<file path="src/hw/rtl/b2d_pkg.sv">
`default_nettype none
// ----------------------------------------------------------------------------
// b2d_pkg: shared constants and types of the binary to decimal converter
// Holds the widths of the binary word and of the BCD digit row, the
// double-dabble constants and the types passed between the modules.
// ----------------------------------------------------------------------------
package b2d_pkg;

  // Converted binary width and number of decimal digits kept.
  localparam int BIN_WIDTH  = 128;
  localparam int DEC_DIGITS = 39;

  // Width of each half of the input word.
  localparam int IN_W  = 64;
  // Width of one BCD digit.
  localparam int DIG_W = 4;

  // Step counter and digit counter widths.
  localparam int CNT_W = $clog2(BIN_WIDTH + 1);
  localparam int RM_W  = $clog2(DEC_DIGITS + 1);

  // Shift-and-add-3 constants.
  localparam logic [DIG_W-1:0] ADJ_MIN = 4'd5;
  localparam logic [DIG_W-1:0] ADJ_ADD = 4'd3;
  // Largest legal decimal digit.
  localparam logic [DIG_W-1:0] DIG_MAX = 4'd9;

  typedef logic [DIG_W-1:0] digit_t;
  // Index 0 is the least significant digit.
  typedef digit_t [DEC_DIGITS-1:0] bcd_row_t;

  // Finished conversion handed from the converter to the digit emitter.
  typedef struct packed {
    logic     valid;
    bcd_row_t digits;
  } conv_res_t;

endpackage
`default_nettype wire

</file>
<file path="src/hw/rtl/b2d_in_if.sv">
`default_nettype none
// ----------------------------------------------------------------------------
// b2d_in_if: input channel of the binary to decimal converter
// Carries one 128-bit unsigned value per beat as two 64-bit halves.
// ----------------------------------------------------------------------------
interface b2d_in_if;
  logic                     valid;
  logic                     ready;
  logic [b2d_pkg::IN_W-1:0] value_high;
  logic [b2d_pkg::IN_W-1:0] value_low;

  modport source (output valid, output value_high, output value_low, input ready);
  modport sink (input valid, input value_high, input value_low, output ready);
endinterface
`default_nettype wire

</file>
<file path="src/hw/rtl/b2d_out_if.sv">
`default_nettype none
// ----------------------------------------------------------------------------
// b2d_out_if: output channel of the binary to decimal converter
// Carries one decimal digit per beat, with a flag on the final digit.
// ----------------------------------------------------------------------------
interface b2d_out_if;
  logic                      valid;
  logic                      ready;
  logic [b2d_pkg::DIG_W-1:0] digit;
  logic                      last;

  modport source (output valid, output digit, output last, input ready);
  modport sink (input valid, input digit, input last, output ready);
endinterface
`default_nettype wire

</file>
<file path="src/hw/rtl/b2d_cell.sv">
`default_nettype none
// ----------------------------------------------------------------------------
// b2d_cell: one BCD digit cell of the double-dabble chain
// Adds three when the digit is five or more, then shifts in the carry from
// the next lower cell and passes its own top bit to the next higher cell.
// ----------------------------------------------------------------------------
module b2d_cell (
  input  wire logic            clk,
  input  wire logic            rst,
  input  wire logic            clear,
  input  wire logic            step,
  input  wire logic            carry_in,
  output logic                 carry_out,
  output b2d_pkg::digit_t      digit
);

  b2d_pkg::digit_t adj;

  // Correct the digit so that doubling it yields a valid BCD carry.
  always_comb begin
    if (digit >= b2d_pkg::ADJ_MIN) begin
      adj = digit + b2d_pkg::ADJ_ADD;
    end else begin
      adj = digit;
    end
  end

  assign carry_out = adj[b2d_pkg::DIG_W-1];

  // Digit register: cleared at the start of a conversion, shifted on each step.
  always_ff @(posedge clk) begin
    if (rst || clear) begin
      digit <= '0;
    end else if (step) begin
      digit <= {adj[b2d_pkg::DIG_W-2:0], carry_in};
    end
  end

endmodule
`default_nettype wire

</file>
<file path="src/hw/rtl/b2d_conv.sv">
`default_nettype none
// ----------------------------------------------------------------------------
// b2d_conv: double-dabble converter
// Shifts the binary word out most significant bit first into a chain of
// BCD cells, one bit per cycle, and holds the finished digit row until the
// emitter takes it.
// ----------------------------------------------------------------------------
module b2d_conv (
  input  wire logic            clk,
  input  wire logic            rst,
  b2d_in_if.sink               value,
  output b2d_pkg::conv_res_t   res,
  input  wire logic            res_ready
);

  localparam int IN_TOTAL = 2 * b2d_pkg::IN_W;

  logic [b2d_pkg::BIN_WIDTH-1:0]  shreg;
  logic [b2d_pkg::BIN_WIDTH-1:0]  load_word;
  logic [IN_TOTAL-1:0]            in_word;
  logic [b2d_pkg::CNT_W-1:0]      remain;
  logic                           full;
  logic                           busy;
  logic                           accept;
  logic [b2d_pkg::DEC_DIGITS-1:0] carry;
  b2d_pkg::bcd_row_t              digits;

  assign in_word = {value.value_high, value.value_low};

  // Fit the input word to the converted width.
  generate
    if (b2d_pkg::BIN_WIDTH <= IN_TOTAL) begin : g_trunc
      assign load_word = in_word[b2d_pkg::BIN_WIDTH-1:0];
    end else begin : g_ext
      assign load_word = {{(b2d_pkg::BIN_WIDTH - IN_TOTAL){1'b0}}, in_word};
    end
  endgenerate

  assign busy        = (remain != '0);
  assign value.ready = !busy && (!full || res_ready);
  assign accept      = value.valid && value.ready;

  // Step counter and hand-off flag.
  always_ff @(posedge clk) begin
    if (rst) begin
      remain <= '0;
      full   <= 1'b0;
    end else begin
      if (accept) begin
        remain <= b2d_pkg::CNT_W'(b2d_pkg::BIN_WIDTH);
      end else if (busy) begin
        remain <= remain - b2d_pkg::CNT_W'(1);
      end
      if (busy && remain == b2d_pkg::CNT_W'(1)) begin
        full <= 1'b1;
      end else if (full && res_ready) begin
        full <= 1'b0;
      end
    end
  end

  // Binary shift register, most significant bit leaves first.
  always_ff @(posedge clk) begin
    if (accept) begin
      shreg <= load_word;
    end else if (busy) begin
      shreg <= shreg << 1;
    end
  end

  assign carry[0] = shreg[b2d_pkg::BIN_WIDTH-1];

  // Row of digit cells; the carry out of the top cell is dropped.
  generate
    for (genvar i = 0; i < b2d_pkg::DEC_DIGITS; i++) begin : g_cell
      if (i < b2d_pkg::DEC_DIGITS - 1) begin : g_mid
        b2d_cell u_cell (
          .clk       (clk),
          .rst       (rst),
          .clear     (accept),
          .step      (busy),
          .carry_in  (carry[i]),
          .carry_out (carry[i+1]),
          .digit     (digits[i])
        );
      end else begin : g_top
        b2d_cell u_cell (
          .clk       (clk),
          .rst       (rst),
          .clear     (accept),
          .step      (busy),
          .carry_in  (carry[i]),
          .carry_out (),
          .digit     (digits[i])
        );
      end
    end
  endgenerate

  assign res.valid  = full;
  assign res.digits = digits;

endmodule
`default_nettype wire

</file>
<file path="src/hw/rtl/b2d_emit.sv">
`default_nettype none
// ----------------------------------------------------------------------------
// b2d_emit: decimal digit emitter
// Loads a finished digit row, skips leading zeros one digit per cycle and
// sends the remaining digits most significant first, one per beat.
// ----------------------------------------------------------------------------
module b2d_emit (
  input  wire logic                clk,
  input  wire logic                rst,
  input  wire b2d_pkg::conv_res_t  res,
  output logic                     res_ready,
  b2d_out_if.source                result
);

  b2d_pkg::bcd_row_t        dig;
  logic [b2d_pkg::RM_W-1:0] remain;
  logic                     active;
  logic                     seen;
  b2d_pkg::digit_t          top;
  logic                     is_last;
  logic                     show;
  logic                     take;
  logic                     fin;
  logic                     load;

  assign top     = dig[b2d_pkg::DEC_DIGITS-1];
  assign is_last = (remain == b2d_pkg::RM_W'(1));

  // A digit is shown once a nonzero digit appeared, or when it is the final one.
  assign show = active && (seen || top != '0 || is_last);
  assign take = show && result.ready;
  assign fin  = take && is_last;

  assign res_ready = !active || fin;
  assign load      = res.valid && res_ready;

  assign result.valid = show;
  assign result.digit = top;
  assign result.last  = is_last;

  // Digit row shifts toward the top on every skipped or sent digit.
  always_ff @(posedge clk) begin
    if (rst) begin
      active <= 1'b0;
      seen   <= 1'b0;
      remain <= '0;
      dig    <= '0;
    end else if (load) begin
      active <= 1'b1;
      seen   <= 1'b0;
      remain <= b2d_pkg::RM_W'(b2d_pkg::DEC_DIGITS);
      dig    <= res.digits;
    end else if (active && (take || !show)) begin
      dig    <= {dig[b2d_pkg::DEC_DIGITS-2:0], b2d_pkg::digit_t'(0)};
      remain <= remain - b2d_pkg::RM_W'(1);
      if (take) begin
        seen <= 1'b1;
      end
      if (fin) begin
        active <= 1'b0;
      end
    end
  end

endmodule
`default_nettype wire

</file>
<file path="src/hw/rtl/binary_to_decimal_128.sv">
`default_nettype none
// Flow: each value beat is converted in the double-dabble chain, handed off to
// the emitter, then leading zeros are skipped before the first digit beat.
// Throughput: the double-dabble cell chain converts one bit per cycle; a new
// value is taken after hand-off; digit output overlaps the next conversion.
// Reset: synchronous, active high; clears all control state, no clearing pass.
// ----------------------------------------------------------------------------
// binary_to_decimal_128: 128-bit unsigned binary to decimal digit stream
// Converts each value by shift-and-add-3 and sends its decimal digits most
// significant first, leading zeros suppressed, with the final digit flagged.
// ----------------------------------------------------------------------------
module binary_to_decimal_128 (
  input  wire logic   clk,
  input  wire logic   rst,
  b2d_in_if.sink      value,
  b2d_out_if.source   result
);

  b2d_pkg::conv_res_t conv_res;
  logic               conv_ready;

  b2d_conv u_conv (
    .clk       (clk),
    .rst       (rst),
    .value     (value),
    .res       (conv_res),
    .res_ready (conv_ready)
  );

  b2d_emit u_emit (
    .clk       (clk),
    .rst       (rst),
    .res       (conv_res),
    .res_ready (conv_ready),
    .result    (result)
  );

  // Every digit beat carries a legal decimal digit.
  a_digit_range: assert property (@(posedge clk) disable iff (rst)
    result.valid |-> result.digit <= b2d_pkg::DIG_MAX)
    else $error("digit beat out of decimal range");

  // A value beat starts a multi-cycle conversion, so input closes next cycle.
  a_busy_after_accept: assert property (@(posedge clk) disable iff (rst)
    value.valid && value.ready |=> !value.ready)
    else $error("value accepted while conversion in progress");

  // A finished row waiting on the emitter keeps the input closed.
  a_hold_while_full: assert property (@(posedge clk) disable iff (rst)
    conv_res.valid && !conv_ready |-> !value.ready)
    else $error("input open while finished row waits");

endmodule
`default_nettype wire
</file>
<file path="src/flat_wrapper.sv">
// flat-port wrapper written by rule: the top's interface ports become plain ports
module binary_to_decimal_128_flat 
  (clk, rst, value_valid, value_value_high, value_value_low, value_ready, result_valid, result_digit, result_last, result_ready);
  b2d_in_if value_i ();
  b2d_out_if result_i ();
  input  wire logic clk;
  input  wire logic rst;
  input wire logic [$bits(value_i.valid)-1:0] value_valid;
  input wire logic [$bits(value_i.value_high)-1:0] value_value_high;
  input wire logic [$bits(value_i.value_low)-1:0] value_value_low;
  output wire logic [$bits(value_i.ready)-1:0] value_ready;
  output wire logic [$bits(result_i.valid)-1:0] result_valid;
  output wire logic [$bits(result_i.digit)-1:0] result_digit;
  output wire logic [$bits(result_i.last)-1:0] result_last;
  input wire logic [$bits(result_i.ready)-1:0] result_ready;
  assign value_i.valid = value_valid;
  assign value_i.value_high = value_value_high;
  assign value_i.value_low = value_value_low;
  assign value_ready = value_i.ready;
  assign result_valid = result_i.valid;
  assign result_digit = result_i.digit;
  assign result_last = result_i.last;
  assign result_i.ready = result_ready;
  binary_to_decimal_128 u_core (.clk(clk), .rst(rst), .value(value_i), .result(result_i));
endmodule
</file>
<file path="config.mk">
export PLATFORM = sky130hd
export DESIGN_NAME = binary_to_decimal_128_flat
export DESIGN_NICKNAME = d
export VERILOG_FILES = /design/src/hw/rtl/b2d_pkg.sv /design/src/hw/rtl/b2d_in_if.sv /design/src/hw/rtl/b2d_out_if.sv /design/src/hw/rtl/b2d_cell.sv /design/src/hw/rtl/b2d_conv.sv /design/src/hw/rtl/b2d_emit.sv /design/src/hw/rtl/binary_to_decimal_128.sv /design/src/flat_wrapper.sv
export SDC_FILE = /design/constraint.sdc
export NUM_CORES = 1
export LEC_CHECK = 0
export ABC_AREA = 1
export BUFFER_PORTS_ARGS = -buffer_cell sky130_fd_sc_hd__buf_4
export CAP_MARGIN = 5
export CORE_MARGIN = 2
export CORE_UTILIZATION = 55
export CTS_CLUSTER_DIAMETER = 100
export DETAILED_ROUTE_END_ITERATION = 8
export PLACE_DENSITY = 0.73
export SLEW_MARGIN = 20
export SYNTH_ARGS = -nofsm -noshare
export SYNTH_HDL_FRONTEND = slang
export SYNTH_HIERARCHICAL = 1
export SYNTH_SLANG_ARGS = --single-unit
</file>
<file path="constraint.sdc">
create_clock -name clk -period 6.9 [get_ports clk]
set_clock_uncertainty 0.15 [all_clocks]
set_input_delay 1.035 -clock clk [delete_from_list [all_inputs] [get_ports clk]]
set_output_delay 1.035 -clock clk [all_outputs]
set_load 0.02 [all_outputs]
</file>
[Word level (Yosys, flattened, before mapping)]
Index checks and enable logic that the tools add are counted.
Word-level totals
  register bits: 457
  output and inout bits: 7
  word-level logic and storage cells: 248
Operators by class
  add/subtract/negate cells: 41
  $lt $le $gt $ge: 39
  equal/unequal tests: 2
  multiplexer cells: 52
  reductions and logical operators: 28
Operators with widths (number)
  $mux W156: 2
  $mux W128: 2
  $ge A4 B3 Y1 const B: 39
  $add A4 B2 Y4 const B: 38
  $mux W4: 38
  $mux W8: 2
  $mux W6: 2
  $eq A8 B1 Y1 const B: 1
  $logic_and A1 B1 Y1: 8
  $reduce_bool A2 Y1: 4
  $reduce_bool A8 Y1: 1
  $sub A8 B1 Y8 const B: 1
  $eq A6 B1 Y1 const B: 1
  $logic_or A1 B1 Y1: 6
  $sub A6 B1 Y6 const B: 1
  $mux W1: 5
  $logic_not A1 Y1: 4
  $reduce_and A2 Y1: 2
  $reduce_bool A4 Y1: 1
  $reduce_or A2 Y1: 2
  $add A3 B2 Y3 const B: 1
  $mux W3: 1

[Logic depth before layout (Yosys ltp)]
  word-level depth: 11
  mapped depth: 15
  gate-level depth less buffers: 12

[Hierarchy]
Netlist, hierarchy kept.
By module, submodules not included
  b2d_cell: times used 39, cells an instance 38, area an instance 255.2 µm², seq. area each 80.1 µm²
  b2d_emit: times used 1, cells an instance 1278, area an instance 8308.0 µm², seq. area each 3283.1 µm²
  b2d_conv: times used 1, cells an instance 617, area an instance 6024.5 µm², seq. area each 4023.9 µm²

[Worst setup path after synthesis]
No wires, ideal clock.
  path kind: input-to-reg
  start point: input port result_ready
  end point: register u_core/u_conv/shreg[0] in the netlist's numbering, enable pin
  data arrival time: 4743 ps
  required time: 6259 ps
  slack: 1516 ps
  stages on the path: 8
  buffers on the path: 2
  cell sequence: nand4_1 -> nand2_2 -> buf_1 -> inv_1 -> nand2_1 -> nand3_2 -> clkbuf_1 -> nand2_1
On the way
  word-level cells in the longest chain between the ends: 7
RTL lines
  from (decl): RTL line flat_wrapper.sv:15  | input wire logic [$bits(result_i.ready)-1:0] result_ready;
  $logic_and A1 B1 Y1: RTL line b2d_emit.sv:31  | assign take = show && result.ready;
  $logic_and A1 B1 Y1: RTL line b2d_emit.sv:32  | assign fin = take && is_last;
  $logic_or A1 B1 Y1: RTL line b2d_emit.sv:34  | assign res_ready = !active || fin;
  via u_core.conv_ready: RTL line binary_to_decimal_128.sv:20  | logic conv_ready;
  $logic_or A1 B1 Y1: RTL line b2d_conv.sv:40  | assign value.ready = !busy && (!full || res_ready);
  $logic_and A1 B1 Y1: RTL line b2d_conv.sv:40
  $logic_and A1 B1 Y1: RTL line b2d_conv.sv:41  | assign accept = value.valid && value.ready;
  $reduce_bool A2 Y1 (no source line)
  to (signal assigned): RTL line b2d_conv.sv:65  | shreg <= load_word;
  to (signal assigned): RTL line b2d_conv.sv:67  | shreg <= shreg << 1;
  to (decl): RTL line b2d_conv.sv:18  | logic [b2d_pkg::BIN_WIDTH-1:0] shreg;
The timed path passes the listed nets, and every way through them passes these cells.
A chain may end at the register's enable or synchronous reset.

[Final worst setup path]
  start point: register u_core/u_emit/remain[1] in the netlist's numbering
  end point: register u_core/u_emit/dig[20] in the netlist's numbering
On the way
  word-level cells in the longest chain between the ends: 8
RTL lines
  from (decl): RTL line b2d_emit.sv:16  | logic [b2d_pkg::RM_W-1:0] remain;
  from (signal assigned): RTL line b2d_emit.sv:51  | remain <= b2d_pkg::RM_W'(b2d_pkg::DEC_DIGITS);
  from (signal assigned): RTL line b2d_emit.sv:55  | remain <= remain - b2d_pkg::RM_W'(1);
  $eq A6 B1 Y1 (*): RTL line b2d_emit.sv:27  | assign is_last = (remain == b2d_pkg::RM_W'(1));
  $logic_or A1 B1 Y1: RTL line b2d_emit.sv:30  | assign show = active && (seen || top != '0 || is_last);
  $logic_and A1 B1 Y1: RTL line b2d_emit.sv:30
  $logic_and A1 B1 Y1: RTL line b2d_emit.sv:31
  $logic_and A1 B1 Y1 (*): RTL line b2d_emit.sv:32
  $logic_or A1 B1 Y1 (*): RTL line b2d_emit.sv:34
  via u_core.conv_ready: RTL line binary_to_decimal_128.sv:20
  $logic_and A1 B1 Y1 (*): RTL line b2d_emit.sv:35  | assign load = res.valid && res_ready;
  $mux W156 / $reduce_bool A2 Y1 (equally long branches)
  to (signal assigned): RTL line b2d_emit.sv:52  | dig <= res.digits;
  to (signal assigned): RTL line b2d_emit.sv:54  | dig <= {dig[b2d_pkg::DEC_DIGITS-2:0], b2d_pkg::digit_t'(0)};
  to (decl): RTL line b2d_emit.sv:15  | b2d_pkg::bcd_row_t dig;
Mark *: on every way through the listed nets, which the timed path passes. The rest lies on a longest branch.

==> impl_metrics.xml <==
<?xml version="1.0" encoding="UTF-8"?>
<metrics>
  <group name="outcome">
    <metric name="status" unit="">complete, no violations</metric>
  </group>
  <group name="run">
    <metric name="drv.max_cap_violation_count" unit="">0</metric>
  </group>
  <group name="routing">
    <metric name="detail_route.wirelength.met1" unit="um">24590</metric>
    <metric name="wirelength" unit="um">53520</metric>
    <metric name="detail_route.iter0.violations" unit="">1609</metric>
    <metric name="route.vias.total" unit="">21636</metric>
    <metric name="detail_route.vias_per_cell" unit="">5.345</metric>
    <metric name="top_layer" unit="">met4</metric>
    <metric name="detail_route.first_pass.iterations" unit="">5</metric>
    <metric name="wl_per_cell" unit="um">13.22</metric>
    <metric name="drc_errors" unit="">0</metric>
    <metric name="route.antenna.remaining_nets" unit="">0</metric>
    <metric name="met3RoutedLength" unit="um">2739</metric>
    <metric name="wl_met2" unit="um">25290</metric>
  </group>
  <group name="sta">
    <metric name="setup_tns" unit="ns">0</metric>
    <metric name="period_minus_slack" unit="ns">3.856</metric>
    <metric name="timing.max_slew.rel_slack" unit="">0.2883</metric>
    <metric name="worst_slew_pin_slew" unit="ns">1.067</metric>
    <metric name="maxSlewViolCount" unit="">0</metric>
    <metric name="rsz_0062_raised_after_global_routing" unit="">no</metric>
    <metric name="maxClockFrequency" unit="MHz">259.4</metric>
    <metric name="final.hold.worst_slack" unit="ns">0.2977</metric>
    <metric name="timing.final.ws_setup" unit="ns">3.044</metric>
    <metric name="fin_crit_sh" unit="">0.5588</metric>
    <metric name="timing.final.hold_violations" unit="">0</metric>
    <metric name="setup_viol_count_final" unit="">0</metric>
  </group>
  <group name="clock_tree">
    <metric name="clk_path_buf_depth" unit="">3</metric>
    <metric name="numCtsBuffers" unit="">50</metric>
    <metric name="clk_pin_slew_worst_paths" unit="ns">0.06</metric>
    <metric name="setup_fix_buffers_added_after_clock_tree_synthesis" unit="">0</metric>
    <metric name="insertion_delay" unit="ns">0.60</metric>
    <metric name="tritoncts_clock_tree" unit="">yes</metric>
    <metric name="post_cts_resize_count" unit="">0</metric>
    <metric name="tritoncts_num_sinks" unit="">457</metric>
    <metric name="clock_tree.htree_level_count" unit="">2</metric>
    <metric name="ctsHoldBuffers" unit="">0</metric>
    <metric name="cts.root.buffer_cell" unit="">sky130_fd_sc_hd__clkbuf_16</metric>
  </group>
  <group name="critical_path">
    <metric name="critPathBufInv" unit="">3</metric>
    <metric name="critical-path-top-delay-family" unit="">simple AND/OR/NAND/NOR gates</metric>
    <metric name="worst-path-max-fanout" unit="">173</metric>
    <metric name="worst-endpoint-arrival" unit="ns">4.21</metric>
    <metric name="worstPathRequired" unit="ns">7.26</metric>
    <metric name="path_class" unit="">reg2reg</metric>
    <metric name="critPathMostFrequentCell" unit="">sky130_fd_sc_hd__nand2_4</metric>
    <metric name="cp_cell_sequence" unit="">inv_1 &gt; ha_1 &gt; nand4_1 &gt; nand2_4 &gt; buf_4 &gt; nand2_8 &gt; nand2_4 &gt; buf_12 &gt; nand2_1 &gt; a21oi_1</metric>
    <metric name="critical_path.endpoint_type" unit="">flop</metric>
    <metric name="max_stage_delay" unit="ns">0.61</metric>
    <metric name="cell_at_the_slowest_stage_of_the_critical_path" unit="">sky130_fd_sc_hd__nand2_8</metric>
    <metric name="worst_setup_path_start_kind" unit="">flop</metric>
  </group>
  <group name="synth">
    <metric name="post_synth_inst_count" unit="">3374</metric>
    <metric name="postSynthNetCount" unit="">3589</metric>
    <metric name="yosysWarningCount" unit="">6</metric>
    <metric name="syn-mean-instance-area" unit="sq um">7.193</metric>
    <metric name="post_synth_instance_area" unit="sq um">24270</metric>
  </group>
  <group name="floorplanning">
    <metric name="floorplan.die_area" unit="sq um">45830</metric>
    <metric name="io_pins" unit="">139</metric>
    <metric name="floorplan.die.height" unit="um">214.1</metric>
    <metric name="placementRows" unit="">76</metric>
    <metric name="die_w" unit="um">214.1</metric>
    <metric name="core_area" unit="sq um">43360</metric>
    <metric name="start_util" unit="">0.5597</metric>
  </group>
  <group name="pwr">
    <metric name="power_density" unit="nW/um^2">443.6</metric>
    <metric name="net-switching-power" unit="W">0.004932</metric>
    <metric name="power.clock.fraction" unit="">0.220</metric>
    <metric name="pwr-share-seq" unit="">0.371</metric>
    <metric name="power.leakage" unit="nW">12.27</metric>
    <metric name="switching_share" unit="">0.4118</metric>
    <metric name="internal_power" unit="W">0.007043</metric>
    <metric name="peakVddDrop" unit="mV">0.3130</metric>
    <metric name="combinationalPowerShare" unit="">0.408</metric>
  </group>
  <group name="layout">
    <metric name="area.growth.synth_to_final" unit="%">11.22</metric>
    <metric name="drive_above_1_share" unit="">0.1031</metric>
    <metric name="final.fill_count" unit="">3920</metric>
    <metric name="fin_area" unit="sq um">26990</metric>
    <metric name="finalNetCount" unit="">3638</metric>
    <metric name="multiInputGateArea" unit="sq um">11590</metric>
    <metric name="register_area" unit="sq um">10430</metric>
    <metric name="diodes" unit="">0</metric>
  </group>
  <group name="global_route">
    <metric name="grt.total_usage" unit="">0.2288</metric>
    <metric name="first_global_vias" unit="">20433</metric>
    <metric name="grt_max_degree" unit="">179</metric>
    <metric name="number_of_antenna_violations_at_the_first_check_in_global_routing" unit="">0</metric>
    <metric name="grt_pass1_wl" unit="um">92170</metric>
    <metric name="global_route.overflow_total" unit="">0</metric>
  </group>
  <group name="placement">
    <metric name="place_area" unit="sq um">25370</metric>
    <metric name="detailedPlace.worstSlack" unit="ns">2.533</metric>
    <metric name="gp_routability_congestion" unit="">0.8275</metric>
    <metric name="portBuffers" unit="">138</metric>
    <metric name="dp_hpwl" unit="um">32770</metric>
  </group>
  <group name="hold_path">
    <metric name="hold_path.class" unit="">reg2reg</metric>
  </group>
</metrics>
final timing paths:
path	depth (start not counted)	endpoint	from	slack (ns)
max	10	u_core/u_emit/dig[20]	u_core/u_emit/remain[1]	3.04
min	2	u_core/u_emit/seen	u_core/u_emit/seen	0.30
max reg2reg	10	u_core/u_emit/dig[20]	u_core/u_emit/remain[1]	3.04
min reg2reg	2	u_core/u_emit/seen	u_core/u_emit/seen	0.30
flip-flops by register name, summed over array words and instances (netlist names):
register                                 cells
u_core/u_emit/seen                           1
u_core/u_conv/full                           1
u_core/u_conv/shreg                        128
u_core/u_conv/remain                         8
u_core/u_conv/g_cell.g_mid.u_cell/digit    152
u_core/u_emit/remain                         6
u_core/u_conv/g_cell.g_top.u_cell/digit      4
u_core/u_emit/result.digit                   4
u_core/u_emit/active                         1
u_core/u_emit/dig                          152
final cells by class:
cell class | count | share of cell area
clock buffer | 78 | 0.05506
clock inverter | 14 | 0.005099
inverter | 377 | 0.05279
multi-input combinational | 2386 | 0.4294
sequential | 457 | 0.3865
tap | 585 | 0.02711
timing repair buffer | 151 | 0.04399
routing by layer:
layer  global-route usage  vias to the layer above
met5                    0                        -
met4              0.06620                        0
met3              0.03362                       63
met2               0.3937                      487
met1               0.2993                    10061
li1                     -                    11025
power by group through the flow:
stage	logic [W]	registers, W	clock network, W
floorplan	0.00406	0.00440	0
finish	0.00489	0.00445	0.00264
detailed placement	0.00484	0.00448	0
global placement	0.00463	0.00446	0
CTS	0.00488	0.00444	0.00271
global route	0.00560	0.00456	0.00281
per-stage QoR:
stage                 util  cells  total power (W)
floorplan                -   3374         0.008456
global route        0.6225   4048          0.01296
detailed placement  0.5850   3956         0.009328
finish              0.6225   4048          0.01197
CTS                 0.6225   4048          0.01203
global placement    0.5850   3956         0.009096
worst reg2reg max path, stage by stage, from the launching register on:
cell	delay (ns)
sky130_fd_sc_hd__dfxtp_1	0.33
sky130_fd_sc_hd__inv_1	0.09
sky130_fd_sc_hd__ha_1	0.16
sky130_fd_sc_hd__nand4_1	0.14
sky130_fd_sc_hd__nand2_4	0.32
sky130_fd_sc_hd__buf_4	0.52
sky130_fd_sc_hd__nand2_8	0.62
sky130_fd_sc_hd__nand2_4	0.50
sky130_fd_sc_hd__buf_12	0.44
sky130_fd_sc_hd__nand2_1	0.34
sky130_fd_sc_hd__a21oi_1	0.15
layout by cell type (no fill, tap or decap), types with 2 or more instances in the layout:
cell type and instances:
sky130_fd_sc_hd__a211oi_1 39, sky130_fd_sc_hd__a21oi_1 283, sky130_fd_sc_hd__buf_12 4, sky130_fd_sc_hd__buf_4 146, sky130_fd_sc_hd__bufinv_16 2, sky130_fd_sc_hd__clkbuf_1 15
sky130_fd_sc_hd__clkbuf_16 50, sky130_fd_sc_hd__clkbuf_8 13, sky130_fd_sc_hd__clkinv_1 2, sky130_fd_sc_hd__clkinv_2 6, sky130_fd_sc_hd__dfxtp_1 328, sky130_fd_sc_hd__edfxtp_1 128
sky130_fd_sc_hd__ha_1 83, sky130_fd_sc_hd__inv_1 375, sky130_fd_sc_hd__inv_6 4, sky130_fd_sc_hd__nand2_1 1102, sky130_fd_sc_hd__nand2_2 80, sky130_fd_sc_hd__nand2_4 4
sky130_fd_sc_hd__nand3_1 520, sky130_fd_sc_hd__nand4_1 3, sky130_fd_sc_hd__nor2_1 101, sky130_fd_sc_hd__nor2_4 2, sky130_fd_sc_hd__o21ai_0 3, sky130_fd_sc_hd__o21ai_1 77
sky130_fd_sc_hd__o31ai_1 38, sky130_fd_sc_hd__or2_4 39, sky130_fd_sc_hd__xnor2_1 3, sky130_fd_sc_hd__xor2_1 2
No activity file was read; power rests on OpenSTA's default activity.
